[src/rtl/sha256_block_compress_defines.svh]
// ---------------------------------------------------------------------------
// Assertion macros shared by the SHA-256 block compress RTL
// Both macros sample on clk and are disabled while rst_n is low.
// ---------------------------------------------------------------------------
`ifndef SHA256_BLOCK_COMPRESS_DEFINES_SVH
`define SHA256_BLOCK_COMPRESS_DEFINES_SVH

`ifndef NO_ASSERTIONS
`define S256BC_ASSERT(lbl, prop, msg) \
    lbl: assert property (@(posedge clk) disable iff (!rst_n) (prop)) else $error(msg);
`define S256BC_NEVER(lbl, cond, msg) \
    lbl: assert property (@(posedge clk) disable iff (!rst_n) !(cond)) else $error(msg);
`else
`define S256BC_ASSERT(lbl, prop, msg)
`define S256BC_NEVER(lbl, cond, msg)
`endif

`endif

[src/rtl/s256bc_pkg.sv]
// ---------------------------------------------------------------------------
// s256bc_pkg
// Types, constants and round functions for the SHA-256 block compressor.
// ---------------------------------------------------------------------------
package s256bc_pkg;

    localparam int WORD_W       = 32;
    localparam int BLOCK_WORDS  = 16;
    localparam int ROUNDS       = 64;
    localparam int DIGEST_WORDS = 8;
    localparam int WCNT_W       = $clog2(BLOCK_WORDS);
    localparam int RND_W        = $clog2(ROUNDS);
    localparam int DIDX_W       = $clog2(DIGEST_WORDS);

    // word queue between front and back
    localparam int Q_DEPTH = 4;
    localparam int Q_AW    = $clog2(Q_DEPTH);
    localparam int Q_CW    = $clog2(Q_DEPTH + 1);

    typedef logic [WORD_W-1:0] word_t;

    // one queued message word, tagged with its end-of-block mark
    typedef struct packed {
        logic  last;
        word_t data;
    } q_entry_t;

    // digest hand-off from the round engine to the output stage
    typedef struct packed {
        logic                         valid;
        logic [DIGEST_WORDS-1:0][WORD_W-1:0] word;
    } dig_load_t;

    localparam word_t INIT_HASH [DIGEST_WORDS] = '{
        32'h6a09e667, 32'hbb67ae85, 32'h3c6ef372, 32'ha54ff53a,
        32'h510e527f, 32'h9b05688c, 32'h1f83d9ab, 32'h5be0cd19
    };

    localparam word_t ROUND_K [ROUNDS] = '{
        32'h428a2f98, 32'h71374491, 32'hb5c0fbcf, 32'he9b5dba5,
        32'h3956c25b, 32'h59f111f1, 32'h923f82a4, 32'hab1c5ed5,
        32'hd807aa98, 32'h12835b01, 32'h243185be, 32'h550c7dc3,
        32'h72be5d74, 32'h80deb1fe, 32'h9bdc06a7, 32'hc19bf174,
        32'he49b69c1, 32'hefbe4786, 32'h0fc19dc6, 32'h240ca1cc,
        32'h2de92c6f, 32'h4a7484aa, 32'h5cb0a9dc, 32'h76f988da,
        32'h983e5152, 32'ha831c66d, 32'hb00327c8, 32'hbf597fc7,
        32'hc6e00bf3, 32'hd5a79147, 32'h06ca6351, 32'h14292967,
        32'h27b70a85, 32'h2e1b2138, 32'h4d2c6dfc, 32'h53380d13,
        32'h650a7354, 32'h766a0abb, 32'h81c2c92e, 32'h92722c85,
        32'ha2bfe8a1, 32'ha81a664b, 32'hc24b8b70, 32'hc76c51a3,
        32'hd192e819, 32'hd6990624, 32'hf40e3585, 32'h106aa070,
        32'h19a4c116, 32'h1e376c08, 32'h2748774c, 32'h34b0bcb5,
        32'h391c0cb3, 32'h4ed8aa4a, 32'h5b9cca4f, 32'h682e6ff3,
        32'h748f82ee, 32'h78a5636f, 32'h84c87814, 32'h8cc70208,
        32'h90befffa, 32'ha4506ceb, 32'hbef9a3f7, 32'hc67178f2
    };

    function automatic word_t big_sigma0(input word_t x);
        return {x[1:0], x[31:2]} ^ {x[12:0], x[31:13]} ^ {x[21:0], x[31:22]};
    endfunction

    function automatic word_t big_sigma1(input word_t x);
        return {x[5:0], x[31:6]} ^ {x[10:0], x[31:11]} ^ {x[24:0], x[31:25]};
    endfunction

    function automatic word_t small_sigma0(input word_t x);
        return {x[6:0], x[31:7]} ^ {x[17:0], x[31:18]} ^ (x >> 3);
    endfunction

    function automatic word_t small_sigma1(input word_t x);
        return {x[16:0], x[31:17]} ^ {x[18:0], x[31:19]} ^ (x >> 10);
    endfunction

endpackage

[src/rtl/s256bc_front.sv]
// ---------------------------------------------------------------------------
// s256bc_front
// Input side: take message words and tag the sixteenth word of each block.
// ---------------------------------------------------------------------------
module s256bc_front (
    input  logic                clk,
    input  logic                rst_n,
    input  logic                s_axis_tvalid,
    output logic                s_axis_tready,
    input  s256bc_pkg::word_t   s_axis_tdata,
    input  logic                q_full,
    output logic                q_push,
    output s256bc_pkg::q_entry_t q_wdata
);
    import s256bc_pkg::*;

    logic [WCNT_W-1:0] wcnt_reg;
    logic [WCNT_W-1:0] wcnt_next;

    assign s_axis_tready = !q_full;
    assign q_push        = s_axis_tvalid && s_axis_tready;
    assign q_wdata.data  = s_axis_tdata;
    assign q_wdata.last  = (wcnt_reg == WCNT_W'(BLOCK_WORDS - 1));

    // wraps at the block boundary
    assign wcnt_next = q_push ? wcnt_reg + WCNT_W'(1) : wcnt_reg;

    always_ff @(posedge clk or negedge rst_n)
    begin
        if (!rst_n)
        begin
            wcnt_reg <= '0;
        end
        else
        begin
            wcnt_reg <= wcnt_next;
        end
    end

endmodule

[src/rtl/s256bc_queue.sv]
// ---------------------------------------------------------------------------
// s256bc_queue
// Short word queue that decouples the input side from the round engine.
// ---------------------------------------------------------------------------
`include "sha256_block_compress_defines.svh"

module s256bc_queue (
    input  logic                 clk,
    input  logic                 rst_n,
    input  logic                 push,
    input  s256bc_pkg::q_entry_t wdata,
    output logic                 full,
    input  logic                 pop,
    output logic                 rvalid,
    output s256bc_pkg::q_entry_t rdata
);
    import s256bc_pkg::*;

    q_entry_t          mem_reg [Q_DEPTH];
    logic [Q_AW-1:0]   wr_ptr_reg;
    logic [Q_AW-1:0]   wr_ptr_next;
    logic [Q_AW-1:0]   rd_ptr_reg;
    logic [Q_AW-1:0]   rd_ptr_next;
    logic [Q_CW-1:0]   cnt_reg;
    logic [Q_CW-1:0]   cnt_next;

    assign full   = (cnt_reg == Q_CW'(Q_DEPTH));
    assign rvalid = (cnt_reg != '0);
    assign rdata  = mem_reg[rd_ptr_reg];

    always_comb
    begin
        wr_ptr_next = push ? wr_ptr_reg + Q_AW'(1) : wr_ptr_reg;
        rd_ptr_next = pop  ? rd_ptr_reg + Q_AW'(1) : rd_ptr_reg;
        cnt_next    = cnt_reg;
        if (push && !pop)
        begin
            cnt_next = cnt_reg + Q_CW'(1);
        end
        else if (pop && !push)
        begin
            cnt_next = cnt_reg - Q_CW'(1);
        end
    end

    always_ff @(posedge clk)
    begin
        if (push)
        begin
            mem_reg[wr_ptr_reg] <= wdata;
        end
    end

    always_ff @(posedge clk or negedge rst_n)
    begin
        if (!rst_n)
        begin
            wr_ptr_reg <= '0;
            rd_ptr_reg <= '0;
            cnt_reg    <= '0;
        end
        else
        begin
            wr_ptr_reg <= wr_ptr_next;
            rd_ptr_reg <= rd_ptr_next;
            cnt_reg    <= cnt_next;
        end
    end

    `S256BC_NEVER(a_q_no_overflow, push && full, "queue written while full")
    `S256BC_NEVER(a_q_no_underflow, pop && !rvalid, "queue read while empty")

endmodule

[src/rtl/s256bc_core.sv]
// ---------------------------------------------------------------------------
// s256bc_core
// Round engine: collect a block into the schedule window, run 64 rounds,
// hand the finished digest to the output stage.
// ---------------------------------------------------------------------------
`include "sha256_block_compress_defines.svh"

module s256bc_core (
    input  logic                  clk,
    input  logic                  rst_n,
    input  logic                  q_valid,
    input  s256bc_pkg::q_entry_t  q_rdata,
    output logic                  q_pop,
    input  logic                  out_free,
    output s256bc_pkg::dig_load_t dig_load
);
    import s256bc_pkg::*;

    localparam logic [1:0] ST_LOAD   = 2'd0;
    localparam logic [1:0] ST_ROUND  = 2'd1;
    localparam logic [1:0] ST_FINISH = 2'd2;

    logic [1:0]       state_reg;
    logic [1:0]       state_next;
    logic [RND_W-1:0] rnd_reg;
    logic [RND_W-1:0] rnd_next;

    // w_reg[0] is the oldest schedule word, i.e. W[t] during round t
    word_t w_reg [BLOCK_WORDS];
    word_t w_next [BLOCK_WORDS];
    word_t v_reg [DIGEST_WORDS];
    word_t v_next [DIGEST_WORDS];

    word_t w_new;
    word_t t1;
    word_t t2;
    word_t ch;
    word_t maj;

    assign w_new = small_sigma1(w_reg[14]) + w_reg[9] + small_sigma0(w_reg[1]) + w_reg[0];
    assign ch    = (v_reg[4] & v_reg[5]) ^ (~v_reg[4] & v_reg[6]);
    assign maj   = (v_reg[0] & v_reg[1]) ^ (v_reg[0] & v_reg[2]) ^ (v_reg[1] & v_reg[2]);
    assign t1    = v_reg[7] + big_sigma1(v_reg[4]) + ch + ROUND_K[rnd_reg] + w_reg[0];
    assign t2    = big_sigma0(v_reg[0]) + maj;

    assign q_pop = (state_reg == ST_LOAD) && q_valid;

    always_comb
    begin
        state_next = state_reg;
        rnd_next   = rnd_reg;
        w_next     = w_reg;
        v_next     = v_reg;
        dig_load.valid = 1'b0;
        for (int i = 0; i < DIGEST_WORDS; i++)
        begin
            dig_load.word[i] = INIT_HASH[i] + v_reg[i];
        end

        case (state_reg)
            ST_LOAD:
            begin
                if (q_pop)
                begin
                    for (int i = 0; i < BLOCK_WORDS - 1; i++)
                    begin
                        w_next[i] = w_reg[i + 1];
                    end
                    w_next[BLOCK_WORDS - 1] = q_rdata.data;
                    if (q_rdata.last)
                    begin
                        for (int i = 0; i < DIGEST_WORDS; i++)
                        begin
                            v_next[i] = INIT_HASH[i];
                        end
                        rnd_next   = '0;
                        state_next = ST_ROUND;
                    end
                end
            end
            ST_ROUND:
            begin
                // advance the window by one expanded word
                for (int i = 0; i < BLOCK_WORDS - 1; i++)
                begin
                    w_next[i] = w_reg[i + 1];
                end
                w_next[BLOCK_WORDS - 1] = w_new;
                v_next[7] = v_reg[6];
                v_next[6] = v_reg[5];
                v_next[5] = v_reg[4];
                v_next[4] = v_reg[3] + t1;
                v_next[3] = v_reg[2];
                v_next[2] = v_reg[1];
                v_next[1] = v_reg[0];
                v_next[0] = t1 + t2;
                rnd_next  = rnd_reg + RND_W'(1);
                if (rnd_reg == RND_W'(ROUNDS - 1))
                begin
                    state_next = ST_FINISH;
                end
            end
            ST_FINISH:
            begin
                // hold the digest until the output stage has drained
                if (out_free)
                begin
                    dig_load.valid = 1'b1;
                    state_next     = ST_LOAD;
                end
            end
            default:
            begin
                state_next = ST_LOAD;
            end
        endcase
    end

    always_ff @(posedge clk)
    begin
        w_reg <= w_next;
        v_reg <= v_next;
    end

    always_ff @(posedge clk or negedge rst_n)
    begin
        if (!rst_n)
        begin
            state_reg <= ST_LOAD;
            rnd_reg   <= '0;
        end
        else
        begin
            state_reg <= state_next;
            rnd_reg   <= rnd_next;
        end
    end

    `S256BC_ASSERT(a_core_round_end, (state_reg == ST_ROUND && rnd_reg == RND_W'(ROUNDS - 1)) |=> (state_reg == ST_FINISH), "rounds did not end after the last round")
    `S256BC_NEVER(a_core_load_busy, dig_load.valid && !out_free, "digest loaded while output busy")

endmodule

[src/rtl/s256bc_out.sv]
// ---------------------------------------------------------------------------
// s256bc_out
// Output stage: hold one digest and stream its eight words in order.
// ---------------------------------------------------------------------------
module s256bc_out (
    input  logic                        clk,
    input  logic                        rst_n,
    input  s256bc_pkg::dig_load_t       dig_load,
    output logic                        out_free,
    output logic                        m_axis_tvalid,
    input  logic                        m_axis_tready,
    output s256bc_pkg::word_t           m_axis_tdata,
    output logic [s256bc_pkg::DIDX_W-1:0] m_axis_tuser,
    output logic                        m_axis_tlast
);
    import s256bc_pkg::*;

    word_t             buf_reg [DIGEST_WORDS];
    word_t             buf_next [DIGEST_WORDS];
    logic              busy_reg;
    logic              busy_next;
    logic [DIDX_W-1:0] idx_reg;
    logic [DIDX_W-1:0] idx_next;
    logic              xfer;

    assign out_free      = !busy_reg;
    assign m_axis_tvalid = busy_reg;
    assign m_axis_tdata  = buf_reg[0];
    assign m_axis_tuser  = idx_reg;
    assign m_axis_tlast  = (idx_reg == DIDX_W'(DIGEST_WORDS - 1));
    assign xfer          = m_axis_tvalid && m_axis_tready;

    always_comb
    begin
        buf_next  = buf_reg;
        busy_next = busy_reg;
        idx_next  = idx_reg;
        if (dig_load.valid)
        begin
            for (int i = 0; i < DIGEST_WORDS; i++)
            begin
                buf_next[i] = dig_load.word[i];
            end
            busy_next = 1'b1;
            idx_next  = '0;
        end
        else if (xfer)
        begin
            // shift the next word into the head position
            for (int i = 0; i < DIGEST_WORDS - 1; i++)
            begin
                buf_next[i] = buf_reg[i + 1];
            end
            idx_next = idx_reg + DIDX_W'(1);
            if (m_axis_tlast)
            begin
                busy_next = 1'b0;
            end
        end
    end

    always_ff @(posedge clk)
    begin
        buf_reg <= buf_next;
    end

    always_ff @(posedge clk or negedge rst_n)
    begin
        if (!rst_n)
        begin
            busy_reg <= 1'b0;
            idx_reg  <= '0;
        end
        else
        begin
            busy_reg <= busy_next;
            idx_reg  <= idx_next;
        end
    end

endmodule

[src/rtl/sha256_block_compress.sv]
// Flow: the core loads a block's sixteen words from the queue, runs the 64 rounds at
//   one per cycle, then hands the digest to the output stage once that stage is free.
// The core pops no word of the next block until that hand-off, while the queue holds
//   up to four words and the output stage streams the previous digest.
// Reset: rst_n clears the word count, queue, round sequencer and output stage;
//   schedule and working registers are not reset and are fully written before use.
// ---------------------------------------------------------------------------
// sha256_block_compress
// SHA-256 compression of one padded block from the standard initial hash.
// ---------------------------------------------------------------------------
module sha256_block_compress (
    input  logic                          clk,
    input  logic                          rst_n,
    input  logic                          s_axis_tvalid,
    output logic                          s_axis_tready,
    input  s256bc_pkg::word_t             s_axis_tdata,   // [31:0] message_word
    output logic                          m_axis_tvalid,
    input  logic                          m_axis_tready,
    output s256bc_pkg::word_t             m_axis_tdata,   // [31:0] digest_word
    output logic [s256bc_pkg::DIDX_W-1:0] m_axis_tuser,   // [2:0] digest_index
    output logic                          m_axis_tlast    // last_word
);
    import s256bc_pkg::*;

    logic      q_full;
    logic      q_push;
    q_entry_t  q_wdata;
    logic      q_pop;
    logic      q_valid;
    q_entry_t  q_rdata;
    logic      out_free;
    dig_load_t dig_load;

    s256bc_front u_front (
        .clk           (clk),
        .rst_n         (rst_n),
        .s_axis_tvalid (s_axis_tvalid),
        .s_axis_tready (s_axis_tready),
        .s_axis_tdata  (s_axis_tdata),
        .q_full        (q_full),
        .q_push        (q_push),
        .q_wdata       (q_wdata)
    );

    s256bc_queue u_queue (
        .clk    (clk),
        .rst_n  (rst_n),
        .push   (q_push),
        .wdata  (q_wdata),
        .full   (q_full),
        .pop    (q_pop),
        .rvalid (q_valid),
        .rdata  (q_rdata)
    );

    s256bc_core u_core (
        .clk      (clk),
        .rst_n    (rst_n),
        .q_valid  (q_valid),
        .q_rdata  (q_rdata),
        .q_pop    (q_pop),
        .out_free (out_free),
        .dig_load (dig_load)
    );

    s256bc_out u_out (
        .clk           (clk),
        .rst_n         (rst_n),
        .dig_load      (dig_load),
        .out_free      (out_free),
        .m_axis_tvalid (m_axis_tvalid),
        .m_axis_tready (m_axis_tready),
        .m_axis_tdata  (m_axis_tdata),
        .m_axis_tuser  (m_axis_tuser),
        .m_axis_tlast  (m_axis_tlast)
    );

endmodule
[config.mk]
export PLATFORM = sky130hd
export DESIGN_NAME = sha256_block_compress
export DESIGN_NICKNAME = d
export VERILOG_FILES = /design/src/rtl/s256bc_pkg.sv /design/src/rtl/s256bc_front.sv /design/src/rtl/s256bc_queue.sv /design/src/rtl/s256bc_core.sv /design/src/rtl/s256bc_out.sv /design/src/rtl/sha256_block_compress.sv
export VERILOG_INCLUDE_DIRS = /design/src /design/src/rtl
export SDC_FILE = /design/constraint.sdc
export NUM_CORES = 2
export LEC_CHECK = 0
export BUFFER_PORTS_ARGS = -buffer_cell sky130_fd_sc_hd__buf_4
export CAP_MARGIN = 20
export CORE_MARGIN = 1.5
export CORE_UTILIZATION = 30
export CTS_CLUSTER_DIAMETER = 100
export DETAILED_ROUTE_END_ITERATION = 8
export GPL_TIMING_DRIVEN = 0
export PLACE_DENSITY = 0.54
export SLEW_MARGIN = 0
export SYNTH_ARGS = -nofsm -noshare
export SYNTH_HDL_FRONTEND = slang
export SYNTH_SLANG_ARGS = --single-unit
[constraint.sdc]
create_clock -name clk -period 12.6 [get_ports clk]
set_clock_uncertainty 0.2 [all_clocks]
set_input_delay 1.26 -clock clk [delete_from_list [all_inputs] [get_ports clk]]
set_output_delay 1.26 -clock clk [all_outputs]
set_load 0.005 [all_outputs]
==> impl_metrics.tcl <==
set metrics [dict create \
    vias_in_the_first_global_route 38800 \
    vias 40000 \
    synth.ff_latch_count 1179 \
    worstMarginPinSlew_ns 1.32 \
    comb_power_share_pct 5.1 \
    postPlaceCellArea_mm2 0.0658 \
    netlist_top_cells_area "sky130_fd_sc_hd__edfxtp_1 (57%), sky130_fd_sc_hd__fa_1 (6.1%), sky130_fd_sc_hd__xnor2_1 (5.5%)" \
    post_cts.repair.setup_buffers 0 \
    synth-async-reset-ratio_pct 1.95 \
    final.fill_count 19900 \
    worstSkewPairLatency_ns 0.79 \
    portion_of_synthesized_cell_area_occupied_by_the_leading_cell_type_pct 56.7 \
    area.growth.synth_to_final_pct 14.7 \
    synth_top_cells_by_count "sky130_fd_sc_hd__edfxtp_1 (1156), sky130_fd_sc_hd__nand2_1 (507), sky130_fd_sc_hd__xnor2_1 (385)" \
    critPathArrivalTime_ns 12.55 \
    layout_min_cycle_time_ns 12.26 \
    drive_gt1_share_pct 8.98 \
    antenna_cells_inserted 0 \
    cell_internal_pwr_uw 7050 \
    finalNetCount 5494 \
    post_cts_clock_slew_at_the_launch_and_capture_registers_of_the_worst_setup_and_hold_paths_ns 0.06 \
    first_pass_iters 5 \
    initial_antenna_violation_count 4 \
    count_of_endpoints_failing_hold_in_the_final_timing_report 0 \
    chipWidth_um 455 \
    rsz0062_at_grt "false" \
    netSwitchingPower_uw 2020 \
    part_of_the_power_in_registers_pct 51.2 \
    routed_length_per_placed_instance_um 25.8 \
    cts_tree "built" \
    finalSetupViolCount 0 \
    critical_path.most_common_cell "sky130_fd_sc_hd__fa_1" \
    place_hpwl_mm 152 \
    die_area_mm2 0.207 \
    grt_use_total_pct 19.4 \
    drc 0 \
    yosys.cell_count.top_type "sky130_fd_sc_hd__edfxtp_1" \
    antenna_violating_nets_post_route 0 \
    slew_viol_final 0 \
    root_buffer "sky130_fd_sc_hd__clkbuf_16" \
    slew_headroom_pct 11.1 \
    cts_inserted_buffers 137 \
    synth_edf_count 1156 \
    synth_nets 5251 \
    floorplan.initialDensity_pct 30.2 \
    ir_drop_v 0.000128 \
    cts_max_level 4 \
    share_of_the_yosys_chip_area_belonging_to_registers_pct 57.6 \
    route.detailed.vias_per_inst 5.08 \
    drt_first_iter_violations 4298 \
    io_pins 74 \
    cellLeakagePower_uw 0.0263 \
    globalplace.congestion 0.936 \
    post_synth_num_cell_types 97 \
    instance_count_of_the_mapped_netlist 4864 \
    ctsLongestPathBuffers 3 \
    numPortBuffers 73 \
    synth.cell_area_mm2 0.0613 \
    critical-path-slowest-cell "sky130_fd_sc_hd__xnor2_1" \
    crit_path_max_incr_delay_ns 0.95 \
    fin_hold_ws_ns 0.207 \
    grt_remaining_overflow 0 \
    total_power_uw 9070 \
    fraction_of_power_spent_switching_nets_pct 22.3 \
    cp.required_ns 12.89 \
    synth_area_leader_cell "sky130_fd_sc_hd__edfxtp_1" \
    pin_count_of_the_biggest_net_entering_global_routing 134 \
    postSynth.topFlopCell "sky130_fd_sc_hd__edfxtp_1" \
    worst_setup_path_start_kind "flop" \
    status "finished clean" \
    largest_register_ffs 512 \
    grt_first_pass_wirelength_mm 287 \
    core.rowCount 165 \
    syn_area_per_cell_um2 12.6 \
    worst_hold_path_type "in2async" \
    share_clk_of_total_power_pct 43.7 \
    tritoncts_num_sinks 1179 \
    drv.max_cap_violation_count 0 \
    power.density_mw_per_mm2 129 \
    final_setup_tns_ns 0 \
    synthesis.yosys.warnings 0 \
    floorplan.core_area_mm2 0.203 \
    wl_mm 203 \
    post_cts_hold_buffer_count 0 \
    final.period_utilization_pct 97.3 \
    worst_path_fanout_max 9 \
    cts.repair.resized 0 \
    max_freq_ghz 0.0816 \
    die_height_um 455 \
    worstSetupPathType "reg2reg" \
    final_design_area_no_fill_mm2 0.0703 \
    worst_setup_path_end_kind "flop" \
]
==> cells by family after synthesis <==
kind of cell | count (synthesis) | share of synthesized area [%]
mux | 77 | 2.03
buf+inv | 481 | 3.18
flops | 1179 | 57.6
compound gates | 953 | 9.93
simple gates | 1236 | 9.36
xor+xnor | 576 | 8.24
fa+ha+maj | 362 | 9.65
==> layout by cell type (no fill, tap or decap), drive strengths merged, types with 23 or more instances in the layout <==
| master | count |
|---|---|
| buf | 176 |
| o211ai | 23 |
| nand3 | 46 |
| edfxtp | 1156 |
| xor2 | 191 |
| o21ai | 362 |
| and3 | 29 |
| dfrtp | 23 |
| nor2b | 28 |
| a21oi | 192 |
| nor3 | 59 |
| a21o | 97 |
| clkinv | 52 |
| and2 | 89 |
| nor2 | 273 |
| xnor2 | 385 |
| fa | 188 |
| nand2 | 507 |
| nand2b | 124 |
| ha | 163 |
| o31ai | 36 |
| clkbuf | 360 |
| o21a | 26 |
| mux4 | 36 |
| a211oi | 30 |
| o21bai | 23 |
| mux2i | 23 |
| inv | 224 |
| a31oi | 46 |
==> per-stage QoR <==
step,util (%),setup WS (ns),std cells
2_1_floorplan,-,3.87,4864
3_3_place_gp,32.2,-1.20,7609
3_5_place_dp,32.5,0.432,7637
4_1_cts,34.7,0.323,7881
5_1_grt,34.7,0.0106,7884
6_report,34.7,0.341,7884
==> layout make-up <==
type                            instances  area [µm²]  area share (%)
Sequential cell                      1179       35300            50.2
Multi-Input combinational cell       3204       24100            34.2
Clock buffer                          172        3620            5.16
Tap cell                             2672        3340            4.76
Timing Repair Buffer                  104        1150            1.63
Buffer                                260        1120            1.60
Inverter                              221         837            1.19
Clock inverter                         72         836            1.19
==> critical path, delay by kind of cell, from the launching register on <==
family                     cells  cell delay, ns
adders and majority gates      8            3.32
xor gates and xnor gates       2            1.19
buffers and inverters          5            1.41
AOI/OAI and AO/OA             15            4.38
and+or+nand+nor                3            0.83
DFF                            1            0.61
==> routing by layer <==
| layer | part of all wire, % | up-vias | GRT usage (%) |
|---|---|---|---|
| met5 | 0.013 | - | 0 |
| met1 | 44 | 20200 | 27.1 |
| met2 | 45 | 1588 | 30.2 |
| met4 | 3.8 | 4 | 7.36 |
| met3 | 6.8 | 335 | 3.33 |
| li1 | - | 17800 | - |
==> power by group through the flow <==
| stage | Combinational [µW] | Clock, µW | Sequential, µW |
|---|---|---|---|
| 6_report | 466 | 3960 | 4640 |
| 5_1_grt | 515 | 4180 | 4660 |
| 4_1_cts | 474 | 4040 | 4650 |
| 3_5_place_dp | 473 | 0 | 4730 |
| 3_3_place_gp | 418 | 0 | 4790 |
| 2_1_floorplan | 249 | 0 | 4730 |
==> worst paths after layout <==
path	slack [ns]	cells after the start	startpoint	end
worst min-delay path	0.21	1	rst_n	u_front.wcnt_reg[1]
worst max-delay path	0.34	33	u_core.rnd_reg[0]	u_core.v_reg[254]
min in group clk	0.21	0	u_core.w_reg[125]	u_core.w_reg[157]
worst min register to register	0.21	0	u_core.w_reg[125]	u_core.w_reg[157]
worst max register to register	0.34	33	u_core.rnd_reg[0]	u_core.v_reg[254]
max in group asynchronous	11.64	1	rst_n	u_out.m_axis_tvalid
Note: power is estimated with default switching activity, not from simulation.
